--- src/sv/bffa_pkg.sv ---
// Shared codes and field widths for the bitmap first-fit allocator.
package bffa_pkg;

    // Field widths fixed by the interface
    localparam int CMD_W   = 2;
    localparam int NUM_W   = 11;
    localparam int STAT_W  = 2;
    localparam int CFG_IX_W = 1;

    // Bitmap memory word
    localparam int WORD_W  = 32;
    localparam int BIT_W   = 5;

    // Largest scan limit a pool size can produce, rounded down to 8
    localparam int SIZE_CAP = 2040;

    // Request commands
    localparam logic [CMD_W-1:0] CMD_ALLOC = 2'd0;
    localparam logic [CMD_W-1:0] CMD_SET   = 2'd1;
    localparam logic [CMD_W-1:0] CMD_FREE  = 2'd2;

    // Result status codes
    localparam logic [STAT_W-1:0] ST_OK    = 2'd0;
    localparam logic [STAT_W-1:0] ST_FULL  = 2'd1;
    localparam logic [STAT_W-1:0] ST_RANGE = 2'd2;

    // Configuration register indexes
    localparam logic [CFG_IX_W-1:0] CFG_BLOCK_SIZE = 1'd0;
    localparam logic [CFG_IX_W-1:0] CFG_INODE_SIZE = 1'd1;

    // Register reset values
    localparam logic [NUM_W-1:0] BLOCK_SIZE_RST = 11'd128;
    localparam logic [NUM_W-1:0] INODE_SIZE_RST = 11'd32;

endpackage

--- src/sv/bitmap_first_fit_allocator_unit.sv ---
// Bitmap first-fit allocator: two pool bitmaps in one word memory plus used counters.
//
// One request is in flight at a time. Allocate-lowest reads the pool's bitmap one
// 32-bit word per cycle from word 0 until it finds a clear bit inside the scan limit
// or reaches the last word of the limit, which gives pool full.
// Allocate-number and free do one read-modify-write of one word; out-of-range
// numbers and invalid commands go straight to the finish state. The bitmap
// memory has a single read port. After reset the bitmap memory is cleared one word
// per cycle, both pool regions, with o_stall held high; configuration writes are
// taken throughout. A finished result waits in the output register while the block
// returns to accept the next item.
module bitmap_first_fit_allocator_unit
    import bffa_pkg::*;
#(
    parameter int ENTRIES = 1024
) (
    input  logic                i_clk,
    input  logic                i_rst_n,
    // request channel
    input  logic                i_valid,
    output logic                o_stall,
    input  logic [CMD_W-1:0]    i_command,
    input  logic                i_pool,
    input  logic [NUM_W-1:0]    i_entry_number,
    // result channel
    output logic                o_valid,
    input  logic                i_stall,
    output logic [STAT_W-1:0]   o_status,
    output logic [NUM_W-1:0]    o_granted_number,
    output logic [NUM_W-1:0]    o_free_count,
    // configuration write channel
    input  logic                i_cfg_valid,
    output logic                o_cfg_ready,
    input  logic [CFG_IX_W-1:0] i_cfg_index,
    input  logic [NUM_W-1:0]    i_cfg_data
);

    // Memory geometry
    localparam int NWORDS    = (ENTRIES + WORD_W - 1) / WORD_W;
    localparam int WORD_AW   = (NWORDS > 1) ? $clog2(NWORDS) : 1;
    localparam int ADDR_W    = WORD_AW + 1;
    localparam int MEM_DEPTH = 2 << WORD_AW;
    localparam int CMP_W     = (WORD_AW > 6) ? WORD_AW : 6;
    localparam int ENT_CAP   = ((ENTRIES / 8) * 8 > SIZE_CAP) ? SIZE_CAP : (ENTRIES / 8) * 8;
    localparam logic [NUM_W-1:0] LIM_CAP = NUM_W'(ENT_CAP);

    typedef enum logic [2:0] {
        S_CLEAR,
        S_IDLE,
        S_SCAN,
        S_RMW,
        S_FINISH
    } t_state;

    t_state                r_state;
    logic [ADDR_W-1:0]     r_clr_addr;
    logic                  r_pool;
    logic [CMD_W-1:0]      r_cmd;
    logic [WORD_AW-1:0]    r_word;
    logic [BIT_W-1:0]      r_bit;
    logic [5:0]            r_last_word;
    logic [BIT_W-1:0]      r_last_bit;
    logic [STAT_W-1:0]     r_res_status;
    logic [NUM_W-1:0]      r_res_grant;
    logic [NUM_W-1:0]      r_blocks_used;
    logic [NUM_W-1:0]      r_inodes_used;
    logic [NUM_W-1:0]      r_block_size;
    logic [NUM_W-1:0]      r_inode_size;
    logic                  r_out_valid;
    logic [STAT_W-1:0]     r_out_status;
    logic [NUM_W-1:0]      r_out_grant;
    logic [NUM_W-1:0]      r_out_free;

    logic [WORD_W-1:0]     r_map_mem [MEM_DEPTH];
    logic [WORD_W-1:0]     r_rdata;

    logic                  accept;
    logic                  out_free;
    logic [NUM_W-1:0]      in_idx;
    logic                  in_bad;
    logic [NUM_W-1:0]      in_size;
    logic [NUM_W-1:0]      in_size8;
    logic [NUM_W-1:0]      in_lim;
    logic [NUM_W-1:0]      in_lim_m1;
    logic [ADDR_W-1:0]     rd_addr;
    logic                  mem_we;
    logic [ADDR_W-1:0]     wr_addr;
    logic [WORD_W-1:0]     wr_data;
    logic                  on_last;
    logic [WORD_W-1:0]     scan_mask;
    logic [WORD_W-1:0]     avail;
    logic                  found;
    logic [BIT_W-1:0]      found_bit;
    logic [WORD_W-1:0]     rmw_onehot;
    logic [NUM_W-1:0]      n_used;
    logic [NUM_W-1:0]      fin_used;
    logic [NUM_W-1:0]      fin_size;
    logic signed [NUM_W+1:0] fin_diff;
    logic [NUM_W-1:0]      fin_free;

    // Handshakes
    assign accept      = i_valid && (r_state == S_IDLE);
    assign o_stall     = (r_state != S_IDLE);
    assign out_free    = !r_out_valid || !i_stall;
    assign o_cfg_ready = 1'b1;

    // Request decode at accept
    assign in_idx    = i_entry_number - NUM_W'(1);
    assign in_bad    = (i_entry_number == '0) || (32'(i_entry_number) > ENTRIES);
    assign in_size   = i_pool ? r_inode_size : r_block_size;
    assign in_size8  = {in_size[NUM_W-1:3], 3'b000};
    assign in_lim    = (in_size8 > LIM_CAP) ? LIM_CAP : in_size8;
    assign in_lim_m1 = in_lim - NUM_W'(1);

    // Scan of the current word: clear bits inside the limit, lowest first
    always_comb begin
        on_last = (CMP_W'(r_word) == CMP_W'(r_last_word));
        for (int b = 0; b < WORD_W; b++) begin
            scan_mask[b] = !on_last || (BIT_W'(b) <= r_last_bit);
        end
        avail     = ~r_rdata & scan_mask;
        found     = |avail;
        found_bit = '0;
        for (int b = WORD_W - 1; b >= 0; b--) begin
            if (avail[b]) begin
                found_bit = BIT_W'(b);
            end
        end
        rmw_onehot = WORD_W'(1) << r_bit;
    end

    // Memory port control
    always_comb begin
        rd_addr = {r_pool, r_word};
        mem_we  = 1'b0;
        wr_addr = {r_pool, r_word};
        wr_data = r_rdata;
        case (r_state)
            S_CLEAR: begin
                mem_we  = 1'b1;
                wr_addr = r_clr_addr;
                wr_data = '0;
            end
            S_IDLE: begin
                if (i_command == CMD_ALLOC) begin
                    rd_addr = {i_pool, WORD_AW'(0)};
                end else begin
                    rd_addr = {i_pool, WORD_AW'(in_idx >> BIT_W)};
                end
            end
            S_SCAN: begin
                rd_addr = {r_pool, r_word + WORD_AW'(1)};
                if (found) begin
                    mem_we  = 1'b1;
                    wr_data = r_rdata | (WORD_W'(1) << found_bit);
                end
            end
            S_RMW: begin
                mem_we  = 1'b1;
                wr_data = (r_cmd == CMD_SET) ? (r_rdata | rmw_onehot)
                                             : (r_rdata & ~rmw_onehot);
            end
            default: begin
                mem_we = 1'b0;
            end
        endcase
    end

    // Bitmap memory, registered read
    always_ff @(posedge i_clk) begin
        if (mem_we) begin
            r_map_mem[wr_addr] <= wr_data;
        end
        r_rdata <= r_map_mem[rd_addr];
    end

    // Counter update and free count
    always_comb begin
        n_used   = r_pool ? r_inodes_used : r_blocks_used;
        if (r_state == S_RMW && r_cmd == CMD_FREE) begin
            n_used = n_used - NUM_W'(1);
        end else begin
            n_used = n_used + NUM_W'(1);
        end
        fin_used = r_pool ? r_inodes_used : r_blocks_used;
        fin_size = r_pool ? r_inode_size : r_block_size;
        fin_diff = $signed({2'b00, fin_size}) - (NUM_W+2)'($signed(fin_used));
        if (fin_diff < 0) begin
            fin_free = '0;
        end else if (fin_diff > $signed({2'b00, fin_size})) begin
            fin_free = fin_size;
        end else begin
            fin_free = fin_diff[NUM_W-1:0];
        end
    end

    // Control state machine and registered outputs
    always_ff @(posedge i_clk) begin
        if (!i_rst_n) begin
            r_state       <= S_CLEAR;
            r_clr_addr    <= '0;
            r_blocks_used <= '0;
            r_inodes_used <= '0;
            r_block_size  <= BLOCK_SIZE_RST;
            r_inode_size  <= INODE_SIZE_RST;
            r_out_valid   <= 1'b0;
        end else begin
            // configuration writes
            if (i_cfg_valid) begin
                if (i_cfg_index == CFG_BLOCK_SIZE) begin
                    r_block_size <= i_cfg_data;
                end else begin
                    r_inode_size <= i_cfg_data;
                end
            end
            // output drains; a finishing item reloads it below
            if (r_out_valid && !i_stall && (r_state != S_FINISH)) begin
                r_out_valid <= 1'b0;
            end
            case (r_state)
                S_CLEAR: begin
                    r_clr_addr <= r_clr_addr + ADDR_W'(1);
                    if (&r_clr_addr) begin
                        r_state <= S_IDLE;
                    end
                end
                S_IDLE: begin
                    if (accept) begin
                        r_pool       <= i_pool;
                        r_cmd        <= i_command;
                        r_bit        <= in_idx[BIT_W-1:0];
                        r_last_word  <= in_lim_m1[NUM_W-1:BIT_W];
                        r_last_bit   <= in_lim_m1[BIT_W-1:0];
                        if (i_command == CMD_ALLOC) begin
                            r_word      <= '0;
                            r_res_grant <= '0;
                            if (in_lim == '0) begin
                                r_res_status <= ST_FULL;
                                r_state      <= S_FINISH;
                            end else begin
                                r_state <= S_SCAN;
                            end
                        end else if ((i_command == CMD_SET || i_command == CMD_FREE)
                                     && !in_bad) begin
                            r_word       <= WORD_AW'(in_idx >> BIT_W);
                            r_res_grant  <= i_entry_number;
                            r_res_status <= ST_OK;
                            r_state      <= S_RMW;
                        end else begin
                            r_res_grant  <= '0;
                            r_res_status <= ST_RANGE;
                            r_state      <= S_FINISH;
                        end
                    end
                end
                S_SCAN: begin
                    if (found) begin
                        if (r_pool) begin
                            r_inodes_used <= n_used;
                        end else begin
                            r_blocks_used <= n_used;
                        end
                        r_res_status <= ST_OK;
                        r_res_grant  <= NUM_W'({r_word, found_bit} + 1);
                        r_state      <= S_FINISH;
                    end else if (on_last) begin
                        r_res_status <= ST_FULL;
                        r_state      <= S_FINISH;
                    end else begin
                        r_word <= r_word + WORD_AW'(1);
                    end
                end
                S_RMW: begin
                    if (r_pool) begin
                        r_inodes_used <= n_used;
                    end else begin
                        r_blocks_used <= n_used;
                    end
                    r_state <= S_FINISH;
                end
                S_FINISH: begin
                    if (out_free) begin
                        r_out_valid  <= 1'b1;
                        r_out_status <= r_res_status;
                        r_out_grant  <= r_res_grant;
                        r_out_free   <= fin_free;
                        r_state      <= S_IDLE;
                    end
                end
                default: begin
                    r_state <= S_IDLE;
                end
            endcase
        end
    end

    assign o_valid          = r_out_valid;
    assign o_status         = r_out_status;
    assign o_granted_number = r_out_grant;
    assign o_free_count     = r_out_free;

    // No request is taken while the bitmap is being cleared
    a_clear_blocks: assert property (@(posedge i_clk) disable iff (!i_rst_n)
        (r_state == S_CLEAR) |-> o_stall)
        else $error("request accepted during bitmap clear");

    // One request at a time: an accepted item closes the request channel
    a_one_inflight: assert property (@(posedge i_clk) disable iff (!i_rst_n)
        (i_valid && !o_stall) |=> o_stall)
        else $error("second request accepted while one is in flight");

    // A grant is nonzero exactly when the status is ok
    a_grant_status: assert property (@(posedge i_clk) disable iff (!i_rst_n)
        o_valid |-> ((o_status == ST_OK) == (o_granted_number != '0)))
        else $error("granted number disagrees with status");

    // The scan never walks past the stored words of a pool
    a_scan_range: assert property (@(posedge i_clk) disable iff (!i_rst_n)
        (r_state == S_SCAN) |-> (32'(r_word) < NWORDS))
        else $error("scan word beyond bitmap");

endmodule

--- config.mk ---
export PLATFORM = sky130hd
export DESIGN_NAME = bitmap_first_fit_allocator_unit
export DESIGN_NICKNAME = d
export VERILOG_FILES = /design/src/sv/bffa_pkg.sv /design/src/sv/bitmap_first_fit_allocator_unit.sv
export SDC_FILE = /design/constraint.sdc
export NUM_CORES = 2
export LEC_CHECK = 0
export BUFFER_PORTS_ARGS = -buffer_cell sky130_fd_sc_hd__buf_2
export CAP_MARGIN = 40
export CORE_UTILIZATION = 30
export DETAILED_ROUTE_END_ITERATION = 7
export GPL_TIMING_DRIVEN = 0
export MAX_ROUTING_LAYER = met4
export PLACE_DENSITY = 0.53
export RECOVER_POWER = 25
export SLEW_MARGIN = 10
export SYNTH_ARGS = -nofsm -noshare
export SYNTH_HDL_FRONTEND = slang
export SYNTH_SLANG_ARGS = --single-unit
export TNS_END_PERCENT = 10
--- constraint.sdc ---
create_clock -name i_clk -period 5.94 [get_ports i_clk]
set_clock_uncertainty 0.05 [all_clocks]
set_input_delay 0 -clock i_clk [delete_from_list [all_inputs] [get_ports i_clk]]
set_output_delay 0 -clock i_clk [all_outputs]
set_load 0.01 [all_outputs]
### Word-level counts from Yosys, hierarchy flattened

Memories as Yosys holds them, arrays and structs flattened. A register that Yosys moved wholly into a read port is not among the register bits.
Index checks and enable logic that the tools add are counted.

* bitwise gates (word level): 7
* $lt $le $gt $ge: 36
* multiplexer cells: 84
* equal/unequal tests: 20
* reductions and logical operators: 62
* add/sub/neg operators: 8
* shift-type cells: 2

Operators by type and width (number)
* $mux W5: 38
* $mux W11: 14
* $pmux W32 S3: 1
* $le A5 B5 Y1 const A: 16
* $pmux W11 S2: 3
* $and A32 B32 Y32: 2
* $mux W32: 2
* $not A32 Y32: 2
* $or A32 B32 Y32: 2
* $shl A1 B5 Y32 const A: 2
* $le A4 B5 Y1 const A: 8
* $logic_or A1 B1 Y1: 35
* $reduce_or A32 Y1: 1
* $mux W3: 8
* $gt A11 B11 Y1 const B: 2
* $logic_not A11 Y1: 2
* $sub A11 B1 Y11 const B: 2
* $le A3 B5 Y1 const A: 4
* $pmux W3 S5: 1
* $gt A13 B12 Y1: 1
* $lt A13 B1 Y1 const B: 1
* $sub A12 B11 Y13: 1
* $mux W2: 6
* $ne A2 B2 Y1 const B: 6
* other kinds (34): 59

* input port bits: 31
* bits in writable memories: 2048
* memories: 1
* register bits after elaboration: 115
* word-level logic and storage cells: 238

Memory list
* r_map_mem: words 64, width 32, read ports 1, clocked after Yosys merged registers in 1, write ports 1, RTL line bitmap_first_fit_allocator_unit.sv:74 `logic [WORD_W-1:0] r_map_mem [MEM_DEPTH];`

### Depth between registers and ports, before layout

* depth in word-level cells: 40
* mapped depth: 20
* gate-level depth less buffers: 17

### Worst setup path after synthesis

Ideal clock, no wire load.

* path type: register to register
* start: reg r_pool
* end: reg r_out_free[0], in the netlist o_free_count[0] (data pin)
* required time: 5.716 ns
* library setup time: 0.174 ns
* arrival: 4.885 ns
* stages on the path, launching flop included: 21
* setup slack: 0.831 ns
* period minus slack after synthesis: 5.109 ns
* path buffers: 5
* cell sequence: edfxtp_1 > clkbuf_1 > buf_1 > clkbuf_1 > buf_1 > mux2i_1 > ha_1 > a21o_1 > a21oi_1 > o21a_1 > o21ai_0 > a31oi_1 > xor2_1 > ha_1 > or3_1 > a221oi_1 > o21ai_0 > o311ai_0 > clkbuf_1 > a21oi_1 > a311oi_1

* word-level cells in the longest chain between the ends: 4
* elaborated cells on any way between the ends: 6
* classes of those cells: 1 x add/sub; 2 x order compare; 3 x mux

RTL lines
* from (decl): RTL line bitmap_first_fit_allocator_unit.sv:57 `logic r_pool;`
* from (signal assigned): RTL line bitmap_first_fit_allocator_unit.sv:229 `r_pool <= i_pool;`
* $mux W11 (on tied branches): RTL line bitmap_first_fit_allocator_unit.sv:186, bitmap_first_fit_allocator_unit.sv:185
* $sub A12 B11 Y13: RTL line bitmap_first_fit_allocator_unit.sv:187 `fin_diff = $signed({2'b00, fin_size}) - (NUM_W+2)'($signed(fin_used));`
* $gt A13 B12 Y1: RTL line bitmap_first_fit_allocator_unit.sv:190 `end else if (fin_diff > $signed({2'b00, fin_size})) begin`
* $mux W11: RTL line bitmap_first_fit_allocator_unit.sv:190
* to (signal assigned): RTL line bitmap_first_fit_allocator_unit.sv:286 `r_out_free <= fin_free;`
* to (decl): RTL line bitmap_first_fit_allocator_unit.sv:72 `logic [NUM_W-1:0] r_out_free;`

Parallel ways exist; a longest one is shown, timed or not.
A chain may end at the register's enable or synchronous reset.

### Worst setup path in the final report

* start: reg r_word[4]
* end: mem r_map_mem[2][9], enable pin

* word-level cells in the longest chain between the ends: 9
* elaborated cells on any way between the ends: 41
* classes of those cells: 1 x eq/ne; 5 x mux; 1 x bitwise; 34 x reduce/logical

RTL lines
* from (decl): RTL line bitmap_first_fit_allocator_unit.sv:59 `logic [WORD_AW-1:0] r_word;`
* from (signal assigned): RTL line bitmap_first_fit_allocator_unit.sv:245 `r_word <= WORD_AW'(in_idx >> BIT_W);`
* from (signal assigned): RTL line bitmap_first_fit_allocator_unit.sv:270 `r_word <= r_word + WORD_AW'(1);`
* $eq A5 B6 Y1: RTL line bitmap_first_fit_allocator_unit.sv:117 `on_last = (CMP_W'(r_word) == CMP_W'(r_last_word));`
* $logic_not A1 Y1: RTL line bitmap_first_fit_allocator_unit.sv:119 `scan_mask[b] = !on_last || (BIT_W'(b) <= r_last_bit);`
* $logic_or A1 B1 Y1: RTL line bitmap_first_fit_allocator_unit.sv:119
* $and A32 B32 Y32: RTL line bitmap_first_fit_allocator_unit.sv:121 `avail = ~r_rdata & scan_mask;`
* $reduce_or A32 Y1: RTL line bitmap_first_fit_allocator_unit.sv:122 `found = |avail;`
* $mux W1: RTL line bitmap_first_fit_allocator_unit.sv:153 `if (found) begin`
* $pmux W1 S2: RTL line bitmap_first_fit_allocator_unit.sv:138 `case (r_state)`
* $mux W1: RTL line bitmap_first_fit_allocator_unit.sv:171 `if (mem_we) begin`
* $mux W1 (not written as such): RTL line bitmap_first_fit_allocator_unit.sv:172 `r_map_mem[wr_addr] <= wr_data;`
* to (decl): RTL line bitmap_first_fit_allocator_unit.sv:74

Parallel ways exist; a longest one is shown, timed or not.

==> results.py <==
metrics = {
    "detailed_routing": {
        "post-route-drc-count": 0,
        "highest_layer": "met4",
        "wl_met1_mm": 108,
        "drt_iter0_drc": 5370,
        "postRouteAntennaNets": 0,
        "wl_met3_mm": 20.5,
        "num_vias": 46800,
        "routedWlPerCell_um": 28.6,
        "drtPass1Iterations": 7,
        "routed_wl_mm": 257,
        "viasPerCell": 5.22,
        "route.met2.wl_mm": 118,
    },
    "cts": {
        "numCtsBuffers": 225,
        "cts_root_buf": "clkbuf_16",
        "cts.clk_slew.worst_paths_ps": 70,
        "post_cts_buffers": 0,
        "htreeDepth": 4,
        "cts.sinks": 2192,
        "insertion_delay_ps": 890,
        "cts_tree": "built",
        "cts.path.max_buffers": 3,
    },
    "finish": {
        "seq_area_um2": 65000,
        "mostFrequentLayoutCells": "edfxtp_1, mux4_2, a22oi_1",
        "syn_to_final_growth_pct": 19.3,
        "fillers": 26670,
        "finalNetCount": 5047,
        "layout_commonest_cell": "edfxtp_1",
        "final_layout_size_suffix_gt1_share_pct": 23.3,
        "multi_input_area_um2": 20800,
        "finalNonFillerCells": 8971,
    },
    "power_and_ir_drop": {
        "power_leakage_nw": 32.4,
        "finalPower_mw": 36.6,
        "power_density_nw_per_um2": 354,
        "max-vdd-ir-drop_v": 0.000295,
    },
    "critical_path": {
        "rr_startpoint": "r_word[4]$_DFFE_PP_",
        "start_kind": "register",
        "cp_common_cell": "clkbuf_1",
        "reg2reg_depth": 12,
        "crit_required_ps": 6410,
        "slowest_stage": "a2111oi_2",
        "r2r_slack_ps": 290,
        "cp_max_fo": 22,
        "end_kind": "register",
        "rr_endpoint": "r_map_mem[2][9]$_DFFE_PP_",
        "cp_cell_sequence": "clkbuf_1 > xor2_1 > or4_1 > or2_2 > clkbuf_1 > a2111oi_2 > o21a_1 > nand2_1 > nand2b_1 > clkbuf_1 > nor2_1 > clkbuf_4",
        "critical_path_arrival_ps": 6120,
        "max_stage_delay_ps": 600,
        "path_class": "register to register",
    },
    "logic_synthesis": {
        "netlist_area_um2": 86700,
        "ys_types": 78,
        "avgSynthCellArea_um2": 19.6,
        "ys_seq_elements": 2192,
        "synth_nets": 4510,
        "yosysSeqAreaShare_pct": 74.9,
        "synth-edff-count": 2106,
        "synthCells": 4433,
        "ys_warn_count": 0,
        "synth_flop_cell": "edfxtp_1",
        "synthArstFlopShare_pct": 0,
    },
    "timing": {
        "tightest_slew_ps": 2180,
        "relSlewSlack_pct": -45.8,
        "slew_viol_final": 233,
        "period_minus_slack_ps": 5650,
        "hold_viol": 0,
        "max_freq_mhz": 177,
        "finalCritPeriodShare_pct": 95.1,
        "rsz0062_at_grt": "false",
        "setup_violations": 0,
    },
    "floorplan": {
        "core-area_um2": 288000,
        "initial_core_util_pct": 30.1,
        "die_w_um": 540,
        "die_h_um": 540,
        "num_io_pins": 58,
        "rows": 197,
        "die-area_um2": 291000,
    },
    "placed_design": {
        "placed_cells": 8435,
        "gp_congestion": 0.964,
        "io_buffers": 55,
        "dp_hpwl_mm": 176,
    },
    "min_path": {
        "min_from": "i_entry_number[10]",
        "hp-class": "input port to register",
        "worstHoldEndpoint": "r_res_status[1]$_SDFFCE_PP0P_",
        "whs_path_depth": 4,
    },
    "global_route": {
        "track_usage_pct": 17.9,
        "antenna_found_initial": 22,
        "grt_max_degree": 57,
        "grt_pass1_vias": 46645,
        "grt_remaining_overflow": 0,
        "grt_pass1_wl_mm": 360,
    },
    "outcome": {
        "status": "finished, violations left",
        "violations": "capacitance limit, slew limit",
    },
    "flow_run": {
        "cap_viol_max_count": 20,
    },
}
-- where the power goes --
part,internal [mW],switching [mW],total (mW)
sequential,17.6,0.235,17.8
combinational,1.66,3.09,4.74
clock,8.04,6.06,14.1
-- state kept, by name (all words and copies together), names as in the netlist, 6 cells and up --
name              count
o_free_count         11
r_inodes_used        11
r_map_mem          2048
r_block_size         11
r_inode_size         11
r_res_grant          11
r_clr_addr            6
r_blocks_used        11
r_rdata              32
r_last_word           6
o_granted_number     11
-- critical path: cells and delay by family (launching register included) --
family,cells,cell delay (ps)
AO/OA/AOI/OAI,2,930
AND/OR/NAND/NOR,5,2020
XOR/XNOR,1,270
flip-flops,1,330
buffers and inverters,4,1640
-- through the flow --
step | instance area (um^2) | setup TNS [ps] | worst slack, ps | utilization [%] | hold WS, ps
after floorplan | 86700 | 0 | 831 | - | 48.9
after global placement | 91700 | -6500440 | -4200 | 31.9 | 149
after detailed placement | 95800 | -8660 | -863 | 33.3 | 148
after CTS | 104000 | 0 | 103 | 36.1 | 11.5
after global routing | 103000 | 0 | 18.9 | 35.9 | 122
final | 103000 | 0 | 290 | 35.9 | 76.5
-- worst max-delay path by stage --
stage / start / to / slack, ps / depth (start not counted)
finish: r_word[4]$_DFFE_PP_ / r_map_mem[2][9]$_DFFE_PP_ / 290 / 12
floorplan: r_pool$_DFFE_PP_ / o_free_count[0]$_SDFFCE_PN0P_ / 830 / 20
global route: r_pool$_DFFE_PP_ / o_free_count[0]$_SDFFCE_PN0P_ / 20 / 20
detailed placement: r_pool$_DFFE_PP_ / o_free_count[0]$_SDFFCE_PN0P_ / -860 / 20
global placement: r_word[4]$_DFFE_PP_ / r_map_mem[29][16]$_DFFE_PP_ / -4200 / 12
CTS: r_pool$_DFFE_PP_ / o_free_count[0]$_SDFFCE_PN0P_ / 100 / 20
-- layout make-up --
class	instances	area share, %
repair buffers	311	4.07
clock inverters	143	1.33
clock buffers	283	5.79
inverters	53	0.192
plain buffers	254	1.11
well taps	3781	4.57
diodes	21	0.0508
flip-flops and latches	2192	62.8
multi-input cells	1933	20.1
-- cells in the mapped netlist (all sizes together) (17+ instances only) --
master / count / area share (%)
edfxtp: 2106 / 73
mux4: 512 / 13
a22oi: 257 / 2.2
a21oi: 202 / 1.2
nand2: 184 / 0.80
clkbuf: 165 / 0.72
nor2: 157 / 0.68
buf: 90 / 0.61
dfxtp: 86 / 2.0
o21ai: 69 / 0.40
nand3: 56 / 0.33
inv: 53 / 0.23
mux2i: 45 / 0.52
ha: 44 / 0.63
a21boi: 38 / 0.33
nor3: 34 / 0.21
or4: 33 / 0.29
xnor2: 30 / 0.30
o22ai: 25 / 0.18
nand4: 21 / 0.15
nor2b: 20 / 0.14
a21o: 17 / 0.15
-- logic make-up (layout without fill, tap and decap cells) --
logic type	Yosys count	count (layout)	share of synthesized area, %
mux	563	563	13.9
fa+ha+maj	46	46	0.681
compound gates	700	700	5.33
xor+xnor	46	46	0.465
buf+inv	308	1044	1.55
other cells	1	22	0.00432
simple gates	577	577	3.17
flops	2192	2192	74.9
-- routing by layer --
metal	vias to the layer above	GRT usage (%)
met5	-	-
met4	0	6.76
met3	378	3.87
met2	1876	26.6
met1	24978	24.0
li1	19568	-
-- repair_timing --
item	CTS	global route
setup endpoints to repair	11	11
hold buffers	72	0
gates resized for setup	5	6
hold endpoints to repair	140	0
Note: power is estimated with default switching activity, not from simulation.
